`src/hdl/ste_pkg.sv`:
```
// shared types, constants and helpers for the sinusoidal time embedding
package ste_pkg;

    localparam int IdxW     = 6;
    localparam int TimeW    = 24;
    localparam int RegW     = 32;
    localparam int OutW     = 16;
    localparam int CfgAddrW = 2;
    localparam int TabLen   = 24;
    localparam int XyW      = 34;
    localparam int ZW       = 33;

    localparam logic [CfgAddrW-1:0] RegTimeScale = 2'd0;
    localparam logic [CfgAddrW-1:0] RegFreqRatio = 2'd1;

    localparam logic [RegW-1:0] TimeScaleRst = 32'd65536;
    localparam logic [RegW-1:0] FreqRatioRst = 32'd3220753000;
    localparam logic [29:0]     InvTwoPi     = 30'd683565276;
    localparam logic signed [XyW-1:0] CordicGain = 34'sd652032874;

    typedef struct packed {
        logic [IdxW-1:0] idx;
        logic            last;
        logic [RegW-1:0] turns;
    } t_item;

    function automatic logic [RegW-1:0] atan_turn(input int k);
        logic [RegW-1:0] v;
        case (k)
            0:  v = 32'd536870912;
            1:  v = 32'd316933406;
            2:  v = 32'd167458907;
            3:  v = 32'd85004756;
            4:  v = 32'd42667331;
            5:  v = 32'd21354465;
            6:  v = 32'd10679838;
            7:  v = 32'd5340245;
            8:  v = 32'd2670163;
            9:  v = 32'd1335087;
            10: v = 32'd667544;
            11: v = 32'd333772;
            12: v = 32'd166886;
            13: v = 32'd83443;
            14: v = 32'd41721;
            15: v = 32'd20860;
            16: v = 32'd10430;
            17: v = 32'd5215;
            18: v = 32'd2607;
            19: v = 32'd1303;
            20: v = 32'd651;
            21: v = 32'd325;
            22: v = 32'd162;
            23: v = 32'd81;
            default: v = 32'd0;
        endcase
        return v;
    endfunction

    // round to q1.15 and saturate
    function automatic logic [OutW-1:0] to_q15(input logic signed [XyW-1:0] a);
        logic signed [XyW:0] s;
        logic signed [XyW:0] r;
        logic [OutW-1:0]     q;
        s = (XyW+1)'(a) + (XyW+1)'(16384);
        r = s >>> 15;
        if (r > (XyW+1)'(32767)) begin
            q = 16'h7fff;
        end else if (r < -(XyW+1)'(32768)) begin
            q = 16'h8000;
        end else begin
            q = r[OutW-1:0];
        end
        return q;
    endfunction

endpackage

```
`src/hdl/ste_queue.sv`:
```
// small item queue between front and back
module ste_queue (
    input  logic           i_clk,
    input  logic           i_rst_n,
    input  logic           i_push,
    input  ste_pkg::t_item i_item,
    input  logic           i_pop,
    output ste_pkg::t_item o_item,
    output logic           o_full,
    output logic           o_empty
);
    import ste_pkg::*;

    t_item      r_mem [0:3];
    logic [1:0] r_wr;
    logic [1:0] r_rd;
    logic [2:0] r_cnt;

    assign o_full  = r_cnt == 3'd4;
    assign o_empty = r_cnt == 3'd0;
    assign o_item  = r_mem[r_rd];

    always_ff @(posedge i_clk) begin
        if (!i_rst_n) begin
            r_wr  <= '0;
            r_rd  <= '0;
            r_cnt <= '0;
        end else begin
            if (i_push) begin
                r_wr <= r_wr + 2'd1;
            end
            if (i_pop) begin
                r_rd <= r_rd + 2'd1;
            end
            r_cnt <= r_cnt + 3'(i_push) - 3'(i_pop);
        end
    end

    always_ff @(posedge i_clk) begin
        if (i_push) begin
            r_mem[r_wr] <= i_item;
        end
    end

endmodule

```
`config.mk`:
```
export PLATFORM = sky130hd
export DESIGN_NAME = ste_queue
export DESIGN_NICKNAME = d
export VERILOG_FILES = /design/src/hdl/ste_pkg.sv /design/src/hdl/ste_queue.sv
export SDC_FILE = /design/constraint.sdc
export NUM_CORES = 1
export LEC_CHECK = 0
export BUFFER_PORTS_ARGS = -buffer_cell sky130_fd_sc_hd__buf_2
export CORE_ASPECT_RATIO = 0.9
export CORE_MARGIN = 1
export CORE_UTILIZATION = 51
export DETAILED_ROUTE_END_ITERATION = 10
export PLACE_DENSITY = 0.87
export SLEW_MARGIN = 20
export SYNTH_ARGS = -nofsm -noshare
export SYNTH_HDL_FRONTEND = slang
export SYNTH_SLANG_ARGS = --single-unit
```
`constraint.sdc`:
```
create_clock -name i_clk -period 2.1 [get_ports i_clk]
set_clock_uncertainty 0.15 [all_clocks]
set_input_delay 0.42 -clock i_clk [delete_from_list [all_inputs] [get_ports i_clk]]
set_output_delay 0.42 -clock i_clk [all_outputs]
set_load 0.02 [all_outputs]
```
==> results by group <==
Min path
  – Hold Path Depth: 1
  – Hold Path End: r_mem[1][17]$_DFFE_PP_
  – HP Start: i_item[17]
  – Worst Hold Class: in2reg

Setup path
  – WP data required: 1.53 ns
  – Setup slack, reg-to-reg: 0.15 ns
  – Crit Path Class: reg2out
  – Critical Path Max Stage Delay: about 0.51 ns
  – CP Max Fanout: 9
  – Crit path DAT: ~1.7 ns
  – End of the worst register-to-register path: r_cnt[2]$_SDFF_PN0_
  – WP depth: 3
  – Startpoint Class: register
  – Critical path's top delay family: multiplexers
  – Slowest cell on the critical path: mux4_2
  – Worst setup EP type: output pin
  – FF-to-FF path depth: 7
  – Crit path buf inv count: 2
  – Reg2Reg Launch Point: r_cnt[0]$_SDFF_PN0_
  – CP cell instances: clkbuf_16 -> mux4_2 -> buf_2

STA
  – RSZ-0062 raised after global routing: yes
  – Slew margin rel.: between 70% and 80%
  – Final Hold Fails: 0
  – Tcrit/Tclk final: 109.4%
  – Count of pins over their slew limit: 0
  – Final setup viols: 39
  – Final worst setup slack: -0.1970 ns
  – F_max: 435.4 MHz
  – Setup TNS Final: -6.515 ns
  – Slew @ Worst Pin: 0.3474 ns
  – Fin crit period: roughly 2.3 ns

Clocking
  – H-tree levels: 4
  – Clock sink count: 165
  – Cts hold-fix bufs: 0
  – CTS clk-pin slew, worst paths: roughly 0.060 ns
  – CTS tree: built
  – Worst skew pair latency: ~0.40 ns
  – CTS root buffer: clkbuf_16
  – Inserted Clock Buffers: 17
  – Longest Clk Path Bufs: 2

Global route
  – Met1 Usage GRT: 22.86%
  – GR peak layer: met2
  – GRT met3 Usage: 4.945%
  – Number of global-route vias before repair: 2951
  – Pin count of the biggest net entering global routing: 30
  – GRT Util Overall: 17.98%
  – Initial antenna violation count: 0
  – First-pass GRT wire length: 15.50 mm
  – Grt ovf: 0
  – GRT met2 Usage: 29.04%

Floorplan
  – Core area: around 11000 sq um
  – Die Height: 105.4 microns
  – Row count: 37
  – Die area: 12320 sq um
  – Initial Util: 52.79%
  – Num ports: 84
  – Chip width: 116.9 microns

Outcome
  – Failing checks: negative setup slack
  – Status: finished, violations left

Synth
  – Seq/Total Area, Yosys: 80.26%
  – Synth cell types: 20
  – Largest family of logic cells by synthesized area: multiplexers
  – Synthesized netlist cell count: approximately 250
  – Synth Cell Area: 6061 sq um
  – Syn Area/Cell: ~25 sq um
  – Number of register bits inferred by synthesis: 165
  – Post-synthesis compound-gate area fraction: 0.2477%
  – Yosys warnings: 0
  – Largest cells by area after synthesis: edfxtp_1 (77%), mux4_2 (14%), dfxtp_1 (3.0%), ha_1 (1.2%), and2_1 (0.62%)
  – Largest area contributor in the synthesized netlist: edfxtp_1
  – Post-synthesis mux area share: 14.66%
  – Post-synth net total: 296
  – XOR/XNOR Fraction of Synth Area: less than 1%
  – Adder-cell share of the synthesized area: 1.569%
  – Post-synthesis simple-gate area fraction: 1.239%
  – Post-synth top area share: around 77%

Power and ir drop
  – LEAKAGE: 2.622 nW
  – VDD IR max: approximately 0.59 mV
  – Clock share of power: 40.9%
  – Internal power: 6.331 mW
  – Switching pwr: around 1.7 mW
  – Seq pwr share: between 40% and 50%
  – Sw Share: around a fifth
  – Comb pwr share: 11.1%
  – PwrDens: 1064 nW/um^2

Routing
  – Via density: 5.319
  – Initial DRC Count: between 150 and 200
  – Pre-Repair DR Iteration Count: 4
  – Total wire length: 10.16 mm
  – Vias: between 2000 and 3000
  – Post-DR wirelength/cell: between 15 and 20 microns
  – DR DRC count: 0
  – Routed Antenna Nets: 0

Place
  – DPL Wire Length: around 6.1 mm
  – I/O Buffers: between 80 and 90
  – GPL Wtd Cong: 0.7005
  – Cells after DPL: a little under 500
  – DP Area: 6797 sq um

Final layout
  – Fin cells: 524
  – Area Growth Syn to Fin: 24.05%
  – Diode count: 0
  – Share of cells above drive strength 1: ~47%
  – Post-route cell area: 7518 sq um
  – Layout Nets: 405

Flow run
  – Max Cap Viol: 0
final cells by class:
type	instances	area (sq um)
clock inverter	10	177.7
fill	783	3963
clock buffer	22	454.2
sequential	165	4870
tap	156	195.2
inverter	7	26.28
timing repair buffer	98	675.6
multi-input combinational	66	1120
kinds of logic (layout without fill, tap and decap cells):
group,Yosys count,in the layout
and+or+nand+nor,14,14
buffers and inverters,15,137
xor gates and xnor gates,3,3
DFF,165,165
adders and majority gates,7,7
muxes,40,40
AOI/OAI and AO/OA,2,2
per-stage QoR:
step                hold slack, ns  utilization, %  worst slack (ns)  power (mW)
floorplan                   0.3493               -           0.06167       4.445
global placement            0.3578           59.20           0.06941       4.728
detailed placement          0.3935           59.20         0.0001011       4.764
CTS                        0.05108           64.72           -0.2215       8.033
global route               0.05590           65.49           -0.2475       8.266
finish                     0.07139           65.49           -0.1970       8.001
worst max-delay path by stage:
stage	start	to	slack, ns
2_1_floorplan	r_wr[0]$_SDFFE_PN0P_	r_mem[2][0]$_DFFE_PP_	0.06
3_3_place_gp	i_pop	r_cnt[2]$_SDFF_PN0_	0.07
3_5_place_dp	i_pop	r_cnt[2]$_SDFF_PN0_	0.0001
4_1_cts	register	o_item[10]	-0.22
5_1_grt	register	o_item[21]	-0.25
6_report	register	o_item[37]	-0.20
what timing repair did:
action	CTS	global route
gates cloned	0	2
setup buffers	0	0
endpoints found under the setup margin	39	39
resized for setup	1	12
routing by layer:
| metal | vias to the layer above | part of all wire, % | routed length [microns] |
|---|---|---|---|
| met1 | 1447 | 43 | 4337 |
| met3 | 12 | 4.0 | 402 |
| met4 | 0 | 1.3 | 129 |
| met5 | - | 0 | 0 |
| li1 | 1250 | - | - |
| met2 | 78 | 52 | 5295 |
placed cells by master (no fill, tap or decap):
master / synthesis / final
clkbuf_16: 0 / 19
mux2i_1: 1 / 1
and3_1: 1 / 1
nor3_1: 1 / 1
fa_1: 1 / 1
mux4_2: 39 / 39
clkbuf_1: 2 / 4
dfxtp_2: 0 / 1
nor2_1: 5 / 5
and2_2: 0 / 4
inv_1: 7 / 7
dfxtp_1: 9 / 7
xnor2_1: 2 / 2
buf_2: 2 / 77
clkbuf_8: 0 / 1
buf_4: 2 / 7
and2_1: 6 / 2
a21bo_2: 1 / 1
buf_6: 2 / 6
bufinv_16: 0 / 5
ha_1: 6 / 6
clkinv_2: 0 / 4
nand3b_1: 1 / 1
buf_12: 0 / 6
xor3_1: 1 / 1
edfxtp_1: 156 / 156
dfxtp_4: 0 / 1
clkinvlp_4: 0 / 1
a21oi_1: 1 / 1
power groups by stage:
stage	combinational [mW]	sequential (mW)	clock, mW
finish	0.892	3.84	3.27
global route	0.963	3.85	3.45
CTS	0.866	3.84	3.33
detailed placement	0.861	3.90	0
global placement	0.840	3.89	0
floorplan	0.558	3.89	0
sequential cells by signal, summed over array words and instances (netlist names), named ones only:
name and cells:
r_mem 156, r_cnt 3, r_rd 2, r_wr 2
cell usage after synthesis (all sizes together):
cell type	instances
edfxtp	156
mux4	39
dfxtp	9
inv	7
and2	6
buf	6
ha	6
nor2	5
clkbuf	2
xnor2	2
a21bo	1
a21oi	1
and3	1
fa	1
mux2i	1
nand3b	1
nor3	1
xor3	1
Note: power is estimated with default switching activity, not from simulation.
